[config.mk]
export PLATFORM = sky130hd
export DESIGN_NAME = motor_pwm_ramp_with_reversal_core_flat
export DESIGN_NICKNAME = d
export VERILOG_FILES = /design/src/sv/mpwm_pkg.sv /design/src/sv/mpwm_if.sv /design/src/sv/motor_pwm_ramp_with_reversal_core.sv /design/src/flat_wrapper.sv
export SDC_FILE = /design/constraint.sdc
export NUM_CORES = 1
export LEC_CHECK = 0
export ABC_AREA = 1
export BUFFER_PORTS_ARGS = -buffer_cell sky130_fd_sc_hd__buf_2
export CAP_MARGIN = 25
export CORE_MARGIN = 1.5
export CORE_UTILIZATION = 45
export DETAILED_ROUTE_END_ITERATION = 10
export SLEW_MARGIN = 20
export SYNTH_ARGS = -nofsm -noshare
export SYNTH_HDL_FRONTEND = slang
export SYNTH_SLANG_ARGS = --single-unit
[constraint.sdc]
create_clock -name clk -period 6.55 [get_ports clk]
set_input_delay 0.9825 -clock clk [delete_from_list [all_inputs] [get_ports clk]]
set_output_delay 0.9825 -clock clk [all_outputs]
set_load 0.05 [all_outputs]
[src/sv/mpwm_pkg.sv]
// ----------------------------------------------------------------------------
// Motor PWM ramp package
// Shared constants and codes for the soft-start motor drive.
// ----------------------------------------------------------------------------
`default_nettype none

package mpwm_pkg;

	localparam int SPEED_FRAC_BITS_DEF = 8;
	localparam int DUTY_BITS_DEF       = 8;
	localparam int CFG_DATA_W          = 16;
	localparam int CFG_IDX_W           = 2;
	localparam int TICK_W              = 16;
	localparam int RAMP_STEP_RST       = 10;
	localparam logic [TICK_W-1:0] RAMP_INTERVAL_RST = TICK_W'(10);

	typedef enum logic [1:0] {
		DIR_NONE = 2'd0,
		DIR_FWD  = 2'd1,
		DIR_REV  = 2'd2
	} dir_t;

	typedef enum logic {
		OP_TICK  = 1'b0,
		OP_SPEED = 1'b1
	} opcode_t;

	typedef enum logic [CFG_IDX_W-1:0] {
		CFG_PWM_MAX       = 2'd0,
		CFG_RAMP_STEP     = 2'd1,
		CFG_REV_THRESHOLD = 2'd2,
		CFG_RAMP_INTERVAL = 2'd3
	} cfg_idx_t;

endpackage

`default_nettype wire

[src/sv/mpwm_if.sv]
// ----------------------------------------------------------------------------
// Motor PWM ramp channels
// Valid/ready channels for command words and result words.
// ----------------------------------------------------------------------------
`default_nettype none

interface mpwm_cmd_if #(
	parameter int SPEED_W = 10
);
	logic               valid;
	logic               ready;
	logic               opcode;
	logic [SPEED_W-1:0] speed;

	modport source (output valid, output opcode, output speed, input ready);
	modport sink   (input valid, input opcode, input speed, output ready);
endinterface

interface mpwm_res_if #(
	parameter int DUTY_W = 8
);
	logic              valid;
	logic              ready;
	logic [DUTY_W-1:0] pwm_duty;
	logic              reverse_pin;
	logic [1:0]        direction;
	logic              settled;
	logic              status;

	modport source (output valid, output pwm_duty, output reverse_pin, output direction,
		output settled, output status, input ready);
	modport sink   (input valid, input pwm_duty, input reverse_pin, input direction,
		input settled, input status, output ready);
endinterface

`default_nettype wire

[src/sv/motor_pwm_ramp_with_reversal_core.sv]
// ----------------------------------------------------------------------------
// Motor PWM ramp with reversal interlock
// Slew-rate limited duty control with a direction interlock for a motor drive.
// ----------------------------------------------------------------------------
// Commands are registered in an input stage; drive state and result word are
// registered when the output slot is free. Throughput is one word per cycle
// while res.ready holds, via a single registered stage and one duty multiplier.
// Reset clears the drive state and loads the register defaults; the block
// accepts words as soon as reset is released.
`default_nettype none

module motor_pwm_ramp_with_reversal_core #(
	parameter int SPEED_FRAC_BITS = mpwm_pkg::SPEED_FRAC_BITS_DEF,
	parameter int DUTY_BITS       = mpwm_pkg::DUTY_BITS_DEF
) (
	input  wire logic                            clk,
	input  wire logic                            arst_n,
	mpwm_cmd_if.sink                             cmd,
	mpwm_res_if.source                           res,
	input  wire logic                            cfg_we,
	input  wire logic [mpwm_pkg::CFG_IDX_W-1:0]  cfg_idx,
	input  wire logic [mpwm_pkg::CFG_DATA_W-1:0] cfg_data
);
	import mpwm_pkg::*;

	localparam int SW = SPEED_FRAC_BITS + 2;
	localparam int DW = DUTY_BITS;
	localparam int PW = SW + DW;
	localparam logic signed [SW-1:0] FULL_SCALE = SW'(1) <<< SPEED_FRAC_BITS;

	logic [DW-1:0]     pwm_max_q;
	logic [DW-1:0]     ramp_step_q;
	logic [DW-1:0]     rev_thr_q;
	logic [TICK_W-1:0] ramp_interval_q;

	logic              vld_s1;
	logic              op_s1;
	logic [SW-1:0]     spd_s1;

	logic [DW-1:0]     duty_now_q;
	logic [DW-1:0]     duty_goal_q;
	dir_t              dir_now_q;
	dir_t              dir_goal_q;
	logic [SW-1:0]     speed_goal_q;
	logic [TICK_W-1:0] tick_left_q;

	logic              ovld_q;
	logic [DW-1:0]     o_duty_q;
	dir_t              o_dir_q;
	logic              o_settled_q;
	logic              o_status_q;

	logic              advance;
	logic signed [SW-1:0] s_in;
	logic              spd_ok;
	dir_t              dir_in;
	logic [SW-1:0]     sg_n;
	logic [SW-1:0]     mag;
	logic [PW-1:0]     prod;
	logic [DW-1:0]     duty_tgt;
	logic [DW-1:0]     step;
	logic [DW:0]       up_sum;
	logic [DW-1:0]     ramped;
	logic [DW-1:0]     dn_mid;
	logic [DW-1:0]     dg_mid;
	dir_t              rg_mid;
	logic [DW-1:0]     duty_n;
	logic [DW-1:0]     goal_n;
	dir_t              dir_n;
	logic [TICK_W-1:0] tick_n;
	logic              changed;

	assign advance   = vld_s1 && (!ovld_q || res.ready);
	assign cmd.ready = !vld_s1 || advance;

	always_ff @(posedge clk or negedge arst_n) begin
		if (!arst_n) begin
			pwm_max_q       <= '1;
			ramp_step_q     <= DW'(RAMP_STEP_RST);
			rev_thr_q       <= '0;
			ramp_interval_q <= RAMP_INTERVAL_RST;
		end else if (cfg_we) begin
			case (cfg_idx)
				CFG_PWM_MAX:       pwm_max_q       <= cfg_data[DW-1:0];
				CFG_RAMP_STEP:     ramp_step_q     <= cfg_data[DW-1:0];
				CFG_REV_THRESHOLD: rev_thr_q       <= cfg_data[DW-1:0];
				CFG_RAMP_INTERVAL: ramp_interval_q <= cfg_data[TICK_W-1:0];
				default: ;
			endcase
		end
	end

	always_ff @(posedge clk or negedge arst_n) begin
		if (!arst_n) begin
			vld_s1 <= 1'b0;
		end else if (cmd.ready) begin
			vld_s1 <= cmd.valid;
		end
	end

	always_ff @(posedge clk) begin
		if (cmd.ready && cmd.valid) begin
			op_s1  <= cmd.opcode;
			spd_s1 <= cmd.speed;
		end
	end

	always_comb begin
		s_in   = signed'(spd_s1);
		spd_ok = (op_s1 == OP_SPEED) && (s_in <= FULL_SCALE) && (s_in >= -FULL_SCALE) &&
			(spd_s1 != speed_goal_q);
		if (s_in > 0) begin
			dir_in = DIR_FWD;
		end else if (s_in < 0) begin
			dir_in = DIR_REV;
		end else begin
			dir_in = DIR_NONE;
		end
		sg_n     = spd_ok ? spd_s1 : speed_goal_q;
		mag      = sg_n[SW-1] ? SW'(-signed'(sg_n)) : sg_n;
		prod     = PW'(pwm_max_q) * PW'(mag);
		duty_tgt = prod[SPEED_FRAC_BITS +: DW];

		step   = (ramp_step_q == '0) ? DW'(1) : ramp_step_q;
		up_sum = {1'b0, duty_now_q} + {1'b0, step};
		if (duty_now_q < duty_goal_q) begin
			ramped = (up_sum > {1'b0, duty_goal_q}) ? duty_goal_q : up_sum[DW-1:0];
		end else begin
			ramped = ((duty_now_q - duty_goal_q) < step) ? duty_goal_q : duty_now_q - step;
		end

		dn_mid = duty_now_q;
		dg_mid = duty_goal_q;
		rg_mid = dir_goal_q;
		tick_n = tick_left_q;
		if (op_s1 == OP_SPEED) begin
			if (spd_ok) begin
				rg_mid = dir_in;
				if (dir_in == dir_now_q) begin
					dg_mid = duty_tgt;
				end else if (duty_now_q > rev_thr_q) begin
					dg_mid = '0;
				end
			end
		end else if (tick_left_q != '0) begin
			tick_n = tick_left_q - TICK_W'(1);
		end else if (duty_now_q != duty_goal_q) begin
			dn_mid = ramped;
			tick_n = (ramp_interval_q == '0) ? '0 : ramp_interval_q - TICK_W'(1);
		end

		duty_n = dn_mid;
		goal_n = dg_mid;
		dir_n  = dir_now_q;
		if (dir_now_q != rg_mid && dn_mid <= rev_thr_q) begin
			dir_n  = rg_mid;
			goal_n = duty_tgt;
		end

		changed = (duty_n != duty_now_q) || (goal_n != duty_goal_q) ||
			(dir_n != dir_now_q) || (rg_mid != dir_goal_q) || spd_ok;
	end

	always_ff @(posedge clk or negedge arst_n) begin
		if (!arst_n) begin
			duty_now_q   <= '0;
			duty_goal_q  <= '0;
			dir_now_q    <= DIR_NONE;
			dir_goal_q   <= DIR_NONE;
			speed_goal_q <= '0;
			tick_left_q  <= '0;
		end else if (advance) begin
			duty_now_q   <= duty_n;
			duty_goal_q  <= goal_n;
			dir_now_q    <= dir_n;
			dir_goal_q   <= rg_mid;
			speed_goal_q <= sg_n;
			tick_left_q  <= tick_n;
		end
	end

	always_ff @(posedge clk or negedge arst_n) begin
		if (!arst_n) begin
			ovld_q <= 1'b0;
		end else if (advance) begin
			ovld_q <= 1'b1;
		end else if (res.ready) begin
			ovld_q <= 1'b0;
		end
	end

	always_ff @(posedge clk) begin
		if (advance) begin
			o_duty_q    <= duty_n;
			o_dir_q     <= dir_n;
			o_settled_q <= (duty_n == goal_n) && (dir_n == rg_mid);
			o_status_q  <= !changed;
		end
	end

	assign res.valid       = ovld_q;
	assign res.pwm_duty    = o_duty_q;
	assign res.reverse_pin = (o_dir_q == DIR_REV);
	assign res.direction   = o_dir_q;
	assign res.settled     = o_settled_q;
	assign res.status      = o_status_q;

`ifndef SYNTHESIS
	a_flip_low_duty: assert property (@(posedge clk) disable iff (!arst_n)
		(advance && dir_n != dir_now_q) |-> (duty_n <= rev_thr_q))
		else $error("direction flipped while duty above threshold");

	a_duty_on_ramp: assert property (@(posedge clk) disable iff (!arst_n)
		(advance && duty_n != duty_now_q) |->
		(op_s1 == OP_TICK && tick_left_q == '0))
		else $error("duty moved outside a ramp step");

	a_s1_hold: assert property (@(posedge clk) disable iff (!arst_n)
		(vld_s1 && !advance) |=> (vld_s1 && $stable(spd_s1) && $stable(op_s1)))
		else $error("stalled command lost");

	a_result_after_advance: assert property (@(posedge clk) disable iff (!arst_n)
		advance |=> ovld_q)
		else $error("result word not presented");
`endif

endmodule

`default_nettype wire
[src/flat_wrapper.sv]
// flat-port wrapper written by rule: the top's interface ports become plain ports
module motor_pwm_ramp_with_reversal_core_flat import mpwm_pkg::*;
#(
	parameter int SPEED_FRAC_BITS = mpwm_pkg::SPEED_FRAC_BITS_DEF,
	parameter int DUTY_BITS       = mpwm_pkg::DUTY_BITS_DEF
)
  (clk, arst_n, cfg_we, cfg_idx, cfg_data, cmd_valid, cmd_opcode, cmd_speed, cmd_ready, res_valid, res_pwm_duty, res_reverse_pin, res_direction, res_settled, res_status, res_ready);
  mpwm_cmd_if cmd_i ();
  mpwm_res_if res_i ();
  input  wire logic clk;
  input  wire logic arst_n;
  input  wire logic cfg_we;
  input  wire logic [mpwm_pkg::CFG_IDX_W-1:0] cfg_idx;
  input  wire logic [mpwm_pkg::CFG_DATA_W-1:0] cfg_data;
  input wire logic [$bits(cmd_i.valid)-1:0] cmd_valid;
  input wire logic [$bits(cmd_i.opcode)-1:0] cmd_opcode;
  input wire logic [$bits(cmd_i.speed)-1:0] cmd_speed;
  output wire logic [$bits(cmd_i.ready)-1:0] cmd_ready;
  output wire logic [$bits(res_i.valid)-1:0] res_valid;
  output wire logic [$bits(res_i.pwm_duty)-1:0] res_pwm_duty;
  output wire logic [$bits(res_i.reverse_pin)-1:0] res_reverse_pin;
  output wire logic [$bits(res_i.direction)-1:0] res_direction;
  output wire logic [$bits(res_i.settled)-1:0] res_settled;
  output wire logic [$bits(res_i.status)-1:0] res_status;
  input wire logic [$bits(res_i.ready)-1:0] res_ready;
  assign cmd_i.valid = cmd_valid;
  assign cmd_i.opcode = cmd_opcode;
  assign cmd_i.speed = cmd_speed;
  assign cmd_ready = cmd_i.ready;
  assign res_valid = res_i.valid;
  assign res_pwm_duty = res_i.pwm_duty;
  assign res_reverse_pin = res_i.reverse_pin;
  assign res_direction = res_i.direction;
  assign res_settled = res_i.settled;
  assign res_status = res_i.status;
  assign res_i.ready = res_ready;
  motor_pwm_ramp_with_reversal_core #(.SPEED_FRAC_BITS(SPEED_FRAC_BITS), .DUTY_BITS(DUTY_BITS)) u_core (.clk(clk), .arst_n(arst_n), .cmd(cmd_i), .res(res_i), .cfg_we(cfg_we), .cfg_idx(cfg_idx), .cfg_data(cfg_data));
endmodule
== Yosys cells after proc, flatten, opt, wreduce, memory -nomap -nowiden ==
Cells that the tools add are included.
W data, S select, Z words.
Word-level totals
  logic and storage cells: 100
  bits of input ports: 34
  output and inout port bits: 15
  register bits after elaboration: 111
Operators by class
  bitwise operators: 1
  $add $sub $neg: 6
  muxes and demuxes: 24
  $mul: 1
  order comparisons: 9
  reduce and logical (&&, ||, !) cells: 27
  eq/ne operators: 14
Operator list (count)
  $mux W8: 12
  $mux W16: 3
  $sub A16 B1 Y16 const B: 2
  $ne A8 B8 Y1: 3
  $mux W10: 2
  $logic_not A16 Y1: 1
  $lt A8 B8 Y1: 2
  $mul A8 B10 Y16: 1
  $reduce_bool A16 Y1: 1
  $sub A8 B8 Y8: 2
  $ge A10 B9 Y1 const B: 1
  $gt A10 B1 Y1 const B: 1
  $le A10 B10 Y1 const B: 1
  $lt A10 B1 Y1 const B: 1
  $mux W2: 5
  $ne A10 B10 Y1: 1
  $neg A10 Y10: 1
  $add A8 B8 Y9: 1
  $gt A9 B8 Y1: 1
  $eq A8 B8 Y1: 1
  $gt A8 B8 Y1: 1
  $le A8 B8 Y1: 1
  $logic_not A8 Y1: 1
  $reduce_and A2 Y1: 4
  other kinds (12): 32

== Depth between registers and ports, before layout ==
Gate-level depths: netlist of run 1.
  depth after elaboration: 18
  mapped depth: 44
  mapped depth without buffers: 43

== Least setup slack after synthesis of run 1 ==
OpenSTA, ideal clock, no wires.
  path kind: register to register
  start point: register u_core.spd_s1[6] (netlist: u_core.s_in[6])
  end point: register u_core.o_settled_q (netlist: u_core.res.settled), data pin
  buffers on the path: 1
  cell stages (with the launch flop): 36
  required time: 6.412 ns
  slack: 0.415 ns
  arrival time: 5.997 ns
  cells stage by stage: edfxtp_1 -> nor2_1 -> nand2_1 -> nor2_2 -> nor2_4 -> nor2_8 -> buf_6 -> nand3_4 -> nand2_4 -> ha_1 -> nand2_2 -> nor2_4 -> nor2_1 -> xor2_1 -> or2_2 -> fa_1 -> inv_1 -> fa_1 -> fa_1 -> inv_1 -> fa_1 -> inv_1 -> ha_1 -> a21oi_1 -> o21ai_0 -> a211oi_1 -> nand3b_1 -> nand2_1 -> nand2_1 -> nand2_1 -> nand2_1 -> nand2_1 -> nand2_1 -> nor3_1 -> nand2_1 -> nor2_1
On the way
  word-level cells in the longest chain between the ends: 14
  elaborated cells between the ends (all ways): 27
  classes of those cells: add/sub (1); mul (1); order compare (4); eq/ne (5); mux (11); reduce/logical (5)
Ends and longest elaborated chain
  start: declaration: line motor_pwm_ramp_with_reversal_core.sv:38  | logic [SW-1:0] spd_s1;
  start signal: assignment: line motor_pwm_ramp_with_reversal_core.sv:104  | spd_s1 <= cmd.speed;
  $le A10 B10 Y1: line motor_pwm_ramp_with_reversal_core.sv:110  | spd_ok = (op_s1 == OP_SPEED) && (s_in <= FULL_SCALE) && (s_in >= -FULL_SCALE) &&
  $logic_and A1 B1 Y1 (3 in series): line motor_pwm_ramp_with_reversal_core.sv:110
  $mux W10: line motor_pwm_ramp_with_reversal_core.sv:119  | sg_n = spd_ok ? spd_s1 : speed_goal_q;
  $neg A10 Y10: line motor_pwm_ramp_with_reversal_core.sv:120  | mag = sg_n[SW-1] ? SW'(-signed'(sg_n)) : sg_n;
  $mux W10: line motor_pwm_ramp_with_reversal_core.sv:120
  $mul A8 B10 Y16: line motor_pwm_ramp_with_reversal_core.sv:121  | prod = PW'(pwm_max_q) * PW'(mag);
  $mux W8: line motor_pwm_ramp_with_reversal_core.sv:139  | if (dir_in == dir_now_q) begin
  $mux W8: line motor_pwm_ramp_with_reversal_core.sv:137  | if (spd_ok) begin
  $mux W8: line motor_pwm_ramp_with_reversal_core.sv:136  | if (op_s1 == OP_SPEED) begin
  $mux W8: line motor_pwm_ramp_with_reversal_core.sv:155  | if (dir_now_q != rg_mid && dn_mid <= rev_thr_q) begin
  $eq A8 B8 Y1: line motor_pwm_ramp_with_reversal_core.sv:196  | o_settled_q <= (duty_n == goal_n) && (dir_n == rg_mid);
  $logic_and A1 B1 Y1 *: line motor_pwm_ramp_with_reversal_core.sv:196
  end signal: assignment: line motor_pwm_ramp_with_reversal_core.sv:196
  end: declaration: line motor_pwm_ramp_with_reversal_core.sv:50  | logic o_settled_q;
Every way passes the cells marked *; elsewhere a longest branch is shown, timed or not.
A chain may end at the register's enable or synchronous reset.

== Worst setup path in the final report of run 1 ==
Same ends and word-level chain as after synthesis.

==> summary.txt, run 1 <==
Outcome
  • Outcome: completed

Floorplanning
  • Std cell rows: 55
  • Core Footprint: 0.0226 sq mm
  • Die Height: 155 um
  • Starting Density: between 40 and 50%
  • I/O pin count: between 40 and 50
  • Die extent in x: around 160 um
  • Die area: between 0.02 and 0.025 sq mm

Setup path
  • Crit. End Element: flip-flop
  • Worst endpoint required time: 6.67 ns
  • CP max stage cell: fa_1
  • CP arrival: 6.33 ns
  • Worst setup SP type: flip-flop
  • Cell repeated most along the worst path: nand2_1
  • Crit path max fanout: 5
  • Worst reg-to-reg setup slack: 0.34 ns
  • Worst Path Class, Setup: reg -> reg
  • CP max stage delay: between 0.5 and 0.6 ns

Logic synthesis
  • Unique masters post-synth: 54
  • Mux contribution to synthesized area: less than 1%
  • Yosys warnings: 0
  • Seq cells post-synth: 111
  • Synth Area in Compound Gates: between 10% and 20%
  • Post-synthesis sequential area ratio: 28.0%
  • Mapped Nets: approximately 1.6k
  • Mapped Cells: about 1.4k
  • Post-Synth XOR/XNOR Area: under 10%
  • Largest family of logic cells by synthesized area: simple AND/OR/NAND/NOR gates
  • Avg Cell Area, Syn: roughly 7.4 sq um
  • Post-Synth Simple-Gate Area: between 20 and 30%
  • Synth Area in Adders: between 10% and 20%
  • Post-Syn Area: between 0.01 and 0.015 sq mm

Clocking
  • Worst skew pair latency: 0.36 ns
  • CTS Buf Count: 9
  • Cts hold-fix bufs: 0
  • Clock slew at reported path FFs: about 0.080 ns
  • Clk root buf: clkbuf_16
  • Clock Path Buffers: 2
  • H-tree depth: 3
  • CTS Sinks: 111
  • TritonCTS clock tree: built

Drt
  • Via count: 9205
  • DRC viols: 0
  • DRT Wirelength: roughly 27 mm
  • Routed Antenna Nets: 0
  • Via/cell ratio: approximately 5.1
  • Drt pass-1 iters: 5
  • DR iter-0 viols: between 500 and 600
  • WL per Instance: about 15 um

Cells and area
  • Share of cells above drive strength 1: approximately 17%
  • Final net count: 1667
  • Fill cell count: 2207
  • Area growth, synth to finish: 15.5%
  • Area of the multi-input gates: ~0.0068 sq mm
  • Register area: between 0.002 and 0.003 sq mm
  • Finished Layout Cells: around 1.8k
  • Ant. Diodes: 0

GRT
  • Total grt overflow: 0
  • Number of global-route vias before repair: about 9k
  • First-pass GRT wire length: 44.1 mm
  • Initial antenna violation count: 0
  • All-Layer GR Usage: a little under a quarter
  • Largest net degree at the start of global routing: 55

STA
  • Fin crit period: between 6 and 7 ns
  • Hold Vio Cnt, Final: 0
  • Max-slew headroom: between 40% and 50%
  • Final setup violation count: 0
  • Tcrit/Tclk final: around 95%
  • Worst-margin pin slew: about 0.87 ns
  • Max frequency: ~160 MHz
  • Clock Skew: between 0.01 and 0.015 ns
  • Max Slew Vio Count: 0
  • Worst hold slack: approximately 0.49 ns

Place
  • # port buffers: 48
  • Post-DP HPWL: approximately 21 mm
  • GP Congestion: 0.899
  • Placed Cells: roughly 1.8k

Hold path
  • Worst Hold Class: reg -> reg

Flow run
  • Max_cap viols: 0
==> placed cells by master, fill, tap and decap left out, types with 12 or more instances in the layout <==
master and count:
fa_1 49, nand3_1 79, buf_4 56, nor2_2 13, inv_1 210, buf_2 49
xor2_1 34, o21ai_0 103, a21oi_1 62, ha_1 78, dfstp_2 12, nand2_1 315
nor2_1 122, xnor2_1 13, nand4_1 13, edfxtp_1 23, nand2_2 26, inv_2 23
dfrtp_1 76
==> cell families (layout without fill, tap and decap cells) <==
logic type,Yosys count,after routing
mux,2,2
simple gates,614,614
compound gates,230,230
buf+inv,261,363
xor+xnor,50,50
flops,111,111
fa+ha+maj,134,134
==> registers in the layout, summed over array words and instances (netlist names), 2 cells and up <==
register and flops:
u_core.duty_now_q 8, u_core.speed_goal_q 10, u_core.res.pwm_duty 8, u_core.ramp_step_q 8, u_core.dir_now_q 2, u_core.tick_left_q 16, u_core.res.direction 2, u_core.s_in 10
u_core.dir_goal_q 2, u_core.pwm_max_q 8, u_core.duty_goal_q 8, u_core.ramp_interval_q 16, u_core.rev_thr_q 8
==> critical path: cells and delay by family (launching register included) <==
family | cells | cell delay (ns)
AO/OA/AOI/OAI | 4 | 0.67
XOR/XNOR | 1 | 0.21
adder cells (fa/ha/maj) | 6 | 2.51
buffers and inverters | 4 | 0.29
flip-flops | 1 | 0.40
AND/OR/NAND/NOR | 19 | 1.89
==> cells in the mapped netlist, drive strengths merged <==
cell type,instances,area (sq um)
a21o,3,22.5
buf,9,65.1
dfrtp,76,1900
ha,85,1060
clkinv,1,3.75
a2bb2oi,1,8.76
dfstp,12,315
o2111ai,1,8.76
nand3b,5,41.3
edfxtp,23,691
nand3,86,475
clkbuf,18,67.6
and3,3,18.8
nor4,3,18.8
a211o,1,8.76
or2,2,12.5
xor2,37,324
o21a,4,30.0
o221ai,1,8.76
inv,233,875
a21boi,1,7.51
xnor2,13,114
o22ai,5,31.3
nor3,13,80.1
a211oi,6,45.0
o31ai,1,7.51
o211ai,7,52.6
fa,49,981
a21oi,70,354
nand4,13,81.3
nand2,347,1370
o21bai,6,45.0
nor2,142,589
a31oi,5,31.3
a22oi,5,37.5
mux2,2,22.5
o21ai,113,592
==> per-stage QoR <==
step / setup TNS [ns] / utilization, % / cell area, sq um / setup WS (ns)
after CTS: 0 / 51.1 / 11600 / 0.0195
after floorplan: 0 / - / 10400 / 0.415
after detailed placement: -0.0422 / 49.4 / 11200 / -0.0422
after global routing: -0.0410 / 53.1 / 12000 / -0.0410
final: 0 / 53.1 / 12000 / 0.344
after global placement: -0.00769 / 49.4 / 11200 / -0.00769
==> path summary, 6_finish.rpt <==
path	start	end	depth (start not counted)
max in group asynchronous	arst_n	u_core.duty_goal_q[6]	2
setup / recovery	u_core.s_in[6]	u_core.res.settled	34
hold reg to reg	u_core.ramp_step_q[0]	u_core.ramp_step_q[0]	2
min in group asynchronous	arst_n	u_core.tick_left_q[14]	1
setup reg to reg	u_core.s_in[6]	u_core.res.settled	34
hold / removal	u_core.ramp_step_q[0]	u_core.ramp_step_q[0]	2
==> area by class of cell <==
class | count | share of cell area [%]
clock inverter | 6 | 0.427
sequential | 111 | 24.2
inverter | 234 | 7.31
timing repair buffer | 113 | 6.47
tap | 285 | 2.97
clock buffer | 10 | 1.91
multi-input combinational | 1030 | 56.7
==> metal layers <==
metal / global-route usage, % / vias up / share of wire (%)
li1: - / 4702 / -
met1: 32.1 / 4298 / 48
met2: 38.5 / 182 / 47
met3: 2.67 / 23 / 3.8
met4: 5.72 / 0 / 1.4
met5: 0 / - / 0
==> repair_timing <==
item	CTS	global route
setup buffers	8	12
pin swaps	4	40
setup endpoints to repair	1	9
gates resized for setup	4	83
gates cloned	0	0
Power of run 1 is not shown: default switching activity piles up to over one toggle a cycle in this logic, so the estimate is an artifact.
==> run 2, diff against run 1 <==
- PLACE_DENSITY_LB_ADDON: unset -> 0.08
==> run 2 against run 1 <==
Count of clock-buffer cells in the layout unchanged. Sequential share of layout area decreased by 0.071 points. Die area unchanged. Clock skew fell by 0.0022 ns.
==> summary.txt, run 2 (synthesized netlist as in run 1, its figures left out) <==
Floorplanning
  • Die extent in x: about 160 um
  • Starting Density: 45.9%
  • I/O pin count: just under 50
  • Die area: around 0.024 sq mm
  • Die Height: roughly 160 um
  • Std cell rows: 55
  • Core Footprint: roughly 0.023 sq mm

Drt
  • Routed Antenna Nets: 0
  • DRT Wirelength: around 28 mm
  • DR iter-0 viols: around 700
  • Via count: roughly 9.2k
  • Drt pass-1 iters: 5
  • Via/cell ratio: between 5 and 6
  • DRC viols: 0
  • WL per Instance: 15.4 um

Cells and area
  • Fill cell count: approximately 2.2k
  • Most frequent cells in the layout: 319 x nand2_1, 212 x inv_1, 125 x nor2_1, 102 x o21ai_0, 78 x nand3_1
  • Top flop regs: u_core.ramp_interval_q x16, u_core.tick_left_q x16
  • Share of cells above drive strength 1: between 10% and 20%
  • Ant. Diodes: 0
  • Area of the multi-input gates: 0.00676 sq mm
  • Commonest non-fill, non-tap cell in the layout: nand2_1
  • Finished Layout Cells: between 1.5k and 2k
  • Area growth, synth to finish: 15.9%
  • Register area: around 0.0029 sq mm
  • Final net count: 1670

Clocking
  • Clock slew at reported path FFs: 0.09 ns
  • CTS Sinks: about 110
  • H-tree depth: 3
  • Cts hold-fix bufs: 0
  • Clk root buf: clkbuf_16
  • Worst skew pair latency: 0.37 ns
  • Clock Path Buffers: 2
  • CTS Buf Count: 9
  • TritonCTS clock tree: built

Setup path
  • Crit. End Element: flip-flop
  • Worst Path Class, Setup: reg -> reg
  • CP max stage cell: fa_1
  • CP arrival: between 6 and 7 ns
  • Worst endpoint required time: roughly 6.7 ns
  • Crit path max fanout: 6
  • CP max stage delay: roughly 0.54 ns
  • Worst setup SP type: flip-flop
  • Cell repeated most along the worst path: nand2_1

GRT
  • All-Layer GR Usage: approximately a quarter
  • Largest net degree at the start of global routing: 57
  • Total grt overflow: 0
  • Number of global-route vias before repair: approximately 9k
  • First-pass GRT wire length: between 40 and 50 mm
  • Initial antenna violation count: 0

STA
  • Hold Vio Cnt, Final: 0
  • Clock Skew: about 0.012 ns
  • Max Slew Vio Count: 0
  • Worst-margin pin slew: between 0.9 and 1 ns
  • Max-slew headroom: a little under two fifths
  • Fin crit period: roughly 6.2 ns
  • Max frequency: 161 MHz
  • Tcrit/Tclk final: 94.7%
  • Final setup violation count: 0

Place
  • # port buffers: 48
  • Placed Cells: around 1.8k
  • Post-DP HPWL: between 20 and 25 mm
  • GP Congestion: 0.900

Flow run
  • Max_cap viols: 0

Hold path
  • Worst Hold Class: reg -> reg

Outcome
  • Outcome: completed
[run 2: changes by cell type in the layout (fill, tap and decap cells not counted), moves of 3 or more]
| cell | change |
|---|---|
| nand2_1 | +4 |
| nand2_2 | -5 |
| buf_4 | +8 |
| nor2_1 | +3 |
| buf_6 | -4 |
[run 2: routing by layer]
metal	global-route usage (%)	wire length (um)	vias up
li1	-	-	4692
met1	32.8	13400	4370
met2	39.7	12900	150
met3	2.42	935	19
met4	6.00	430	0
met5	0	0	-
[run 2: area by class of cell]
cell class | instances | area share (%)
multi-input cells | 1030 | 56.1
flip-flops and latches | 111 | 24.1
inverters | 234 | 7.29
repair buffers | 116 | 6.74
well taps | 285 | 2.96
clock buffers | 10 | 1.98
clock inverters | 6 | 0.779
[run 2: worst paths after layout]
kind	end	start	slack [ns]	cells past startpoint
setup / recovery	u_core.res.settled	u_core.s_in[0]	0.34	38
max in group asynchronous	u_core.duty_now_q[6]	arst_n	4.87	2
hold reg to reg	u_core.rev_thr_q[5]	u_core.rev_thr_q[5]	0.49	2
min in group asynchronous	u_core.tick_left_q[15]	arst_n	0.57	1
hold / removal	u_core.rev_thr_q[5]	u_core.rev_thr_q[5]	0.49	2
setup reg to reg	u_core.res.settled	u_core.s_in[0]	0.34	38
[run 2: metrics by stage]
step	hold WS, ns	util (%)	setup TNS [ns]	cell area [sq um]	worst slack, ns
after floorplan	0.447	-	0	10400	0.415
after global placement	0.469	49.7	0	11200	0.129
after detailed placement	0.474	49.7	-0.00303	11200	-0.00303
after CTS	0.494	51.2	0	11600	0.0410
after global routing	0.513	53.2	-0.0711	12000	-0.0711
final	0.491	53.2	0	12000	0.345
[run 2: repair_timing]
action                                  in CTS  in global routing
resized for setup                            2                 67
endpoints found under the setup margin       1                  7
setup buffers                                0                 17
gates cloned                                 0                  2
pin swaps                                    1                 38
[run 2: worst max-delay path: cells and delay by family (launching register included)]
| kind | cells | cell delay [ns] |
|---|---|---|
| flip-flops | 1 | 0.44 |
| XOR/XNOR | 1 | 0.23 |
| AND/OR/NAND/NOR | 24 | 2.15 |
| buffers and inverters | 5 | 0.42 |
| adder cells (fa/ha/maj) | 6 | 2.44 |
| AO/OA/AOI/OAI | 2 | 0.28 |
Power of run 2 is left out for the same reason.
==> run 3, diff against run 2 <==
- ABC_AREA: 1 -> unset
==> run 3 against run 2 <==
The run now ends with negative setup slack left. Critical path type unchanged. Count of clock-buffer cells in the layout decreased by 1. Sequential share of layout area decreased by 1.4 points. Final area increased by 6.0%. Sequential cell count unchanged. Maximum frequency decreased by 11%. Routed wire length decreased by 0.62%. First-iteration DRC count decreased by 40%. Register-to-register slack got worse by 0.80 ns. Global-route usage increased by 0.47 points. Via count decreased by 6.3%. Worst hold slack got worse by 0.0065 ns. Synthesized cell count decreased by 22%.
==> summary.txt, run 3 <==
Setup path
  • CP max stage delay: around 0.52 ns
  • Worst R2R Path Depth: 29
  • R2r endpoint: u_core.res.settled
  • Worst endpoint required time: a little under 7 ns
  • Crit path max fanout: 5
  • Reg2reg start: u_core.s_in[3]
  • Worst Path Class, Setup: reg -> reg
  • Worst reg-to-reg setup slack: -0.46 ns
  • Worst setup SP type: flip-flop
  • Crit. End Element: flip-flop
  • Cell repeated most along the worst path: fa_2
  • CP max stage cell: fa_2
  • CP arrival: approximately 7.2 ns

Clocking
  • H-tree depth: 3
  • Worst skew pair latency: around 0.37 ns
  • Cts hold-fix bufs: 0
  • TritonCTS clock tree: built
  • Clock Path Buffers: 2
  • Clock slew at reported path FFs: roughly 0.09 ns
  • CTS Sinks: about 110
  • CTS Buf Count: 9
  • Clk root buf: clkbuf_16

Logic synthesis
  • Mapped Nets: 1256
  • Unique masters post-synth: 86
  • Yosys warnings: 0
  • Avg Cell Area, Syn: 9.30 sq um
  • Mapped Cells: 1088
  • Post-synth top area cell: dfrtp_1
  • Seq cells post-synth: ~110
  • Top-count cell post-synth: inv_1
  • Post-synthesis sequential area ratio: approximately 29%
  • Post-Syn Area: 0.0101 sq mm
  • Number of synthesized flops with an enable pin: 23
  • Post-synth top cells: 117 x inv_1, 85 x ha_1, 79 x nand2_1
  • Synth Flop Type: dfrtp_1
  • Top cells by area, synth: dfrtp_1 19%, ha_1 11%, fa_1 9.7%
  • Synth top area share: a little under a fifth
  • Async SR Flop Fraction: around four fifths

Drt
  • DR iter-0 viols: between 400 and 500
  • Via count: approximately 8.6k
  • Via/cell ratio: about 5.5
  • DRT Wirelength: about 27 mm
  • DRC viols: 0
  • WL per Instance: ~17 um
  • Routed Antenna Nets: 0
  • Drt pass-1 iters: 7

Outcome
  • Outcome: finished, violations left
  • Violated checks: negative setup slack

Hold path
  • Hold Startpoint: u_core.dir_goal_q[1]
  • Hold endpoint: u_core.dir_goal_q[1]
  • Worst Hold Class: reg -> reg
  • Hold path depth: 2

Place
  • Post-DP HPWL: around 22 mm
  • # port buffers: 48
  • Setup WS pre-CTS: -0.652 ns
  • GP Congestion: approximately 0.9

Cells and area
  • Top flop regs: u_core.ramp_interval_q x16, u_core.tick_left_q x16
  • Final net count: about 1.5k
  • Fill cell count: between 1.5k and 2k
  • Area growth, synth to finish: 26.1%
  • Share of cells above drive strength 1: a little under a third
  • Commonest non-fill, non-tap cell in the layout: buf_4
  • Most frequent cells in the layout: 182 x buf_4, 109 x inv_1, 78 x ha_1, 77 x nand2_1, 76 x dfrtp_1
  • Ant. Diodes: 0

GRT
  • Number of global-route vias before repair: between 8k and 9k
  • Largest net degree at the start of global routing: 58
  • First-pass GRT wire length: around 45 mm
  • All-Layer GR Usage: between 20% and 30%
  • Total grt overflow: 0
  • Initial antenna violation count: 0

Floorplanning
  • Core Footprint: around 0.022 sq mm
  • Die Height: 153 um
  • Die extent in x: about 150 um
  • Die area: between 0.02 and 0.025 sq mm
  • I/O pin count: around 50
  • Starting Density: 46.1%
  • Std cell rows: 54

STA
  • Fin crit period: 7.01 ns
  • Clock Skew: between 0.02 and 0.025 ns
  • Setup ws final: -0.455 ns
  • Max-slew headroom: 46.9%
  • Tcrit/Tclk final: 107%
  • Max frequency: between 100 and 150 MHz
  • RSZ-0062 raised after global routing: yes
  • Final setup violation count: 3
  • Max Slew Vio Count: 0
  • Worst-margin pin slew: 0.794 ns
  • Hold Vio Cnt, Final: 0

Flow run
  • Max_cap viols: 0
==> run 3: cell count changes after synthesis, sizes merged, moves of 22 or more <==
cell and change:
mux2 +45, and2 +53, nand3 -65, inv -116
xnor2 +22, o21ai -52, a21oi -33, nand2 -267
nor2 -82
==> run 3: logic make-up (layout without fill, tap and decap cells) <==
logic type | Yosys count | in the layout | share of synthesized area [%]
muxes | 56 | 56 | 6.12
AOI/OAI and AO/OA | 231 | 231 | 16.0
xor gates and xnor gates | 62 | 62 | 5.36
DFF | 111 | 111 | 28.7
buffers and inverters | 154 | 367 | 5.81
and+or+nand+nor | 340 | 340 | 17.8
adders and majority gates | 134 | 134 | 20.2
==> run 3: per-stage QoR <==
step,setup TNS (ns),hold WS (ns),util (%),cells,instance area [sq um]
detailed placement,-1.21,0.468,54.9,1544,12000
global route,-1.62,0.496,58.1,1581,12800
finish,-0.608,0.485,58.1,1581,12800
global placement,-1.05,0.462,54.8,1543,12000
floorplan,-0.182,0.444,-,1088,10400
CTS,-0.573,0.487,57.5,1576,12600
==> run 3: area by class of cell <==
cell class | instances | area (sq um) | share of cell area, %
multi-input combinational | 823 | 7080 | 55.5
sequential | 111 | 2910 | 22.8
timing repair buffer | 234 | 1670 | 13.1
inverter | 117 | 442 | 3.46
tap | 280 | 350 | 2.74
clock buffer | 9 | 225 | 1.76
clock inverter | 7 | 96.3 | 0.755
==> run 3: repair_timing <==
action,4_1_cts,5_1_grt
hold endpoints to repair,0,0
setup buffers,16,5
pin swaps,21,17
setup endpoints to repair,4,9
resized for setup,24,23
==> run 3: critical path, delay by kind of cell (launching register included) <==
kind / cells / cell delay [ns]
AO/OA/AOI/OAI: 7 / 1.35
AND/OR/NAND/NOR: 8 / 1.87
flip-flops: 1 / 0.40
adder cells (fa/ha/maj): 6 / 2.33
buffers and inverters: 7 / 0.67
XOR/XNOR: 1 / 0.23
==> run 3: routing by layer <==
layer | share of wire (%) | up-vias | wire [um] | track usage (%)
met5 | 0 | - | 0 | 0
li1 | - | 4237 | - | -
met3 | 4.4 | 38 | 1220 | 2.58
met4 | 1.9 | 0 | 518 | 5.60
met2 | 47 | 219 | 12800 | 40.4
met1 | 47 | 4155 | 12900 | 33.7
==> run 3: worst max-delay path by stage <==
stage / from / end / slack, ns / cells after the start
global route: u_core.s_in[2] / u_core.res.settled / -0.79 / 29
global placement: u_core.s_in[4] / u_core.res.settled / -0.62 / 28
CTS: u_core.s_in[2] / u_core.res.settled / -0.40 / 28
detailed placement: u_core.s_in[4] / u_core.res.settled / -0.65 / 28
floorplan: u_core.s_in[4] / u_core.res.settled / -0.18 / 27
finish: u_core.s_in[3] / u_core.res.settled / -0.46 / 29
Power of run 3 is left out for the same reason.
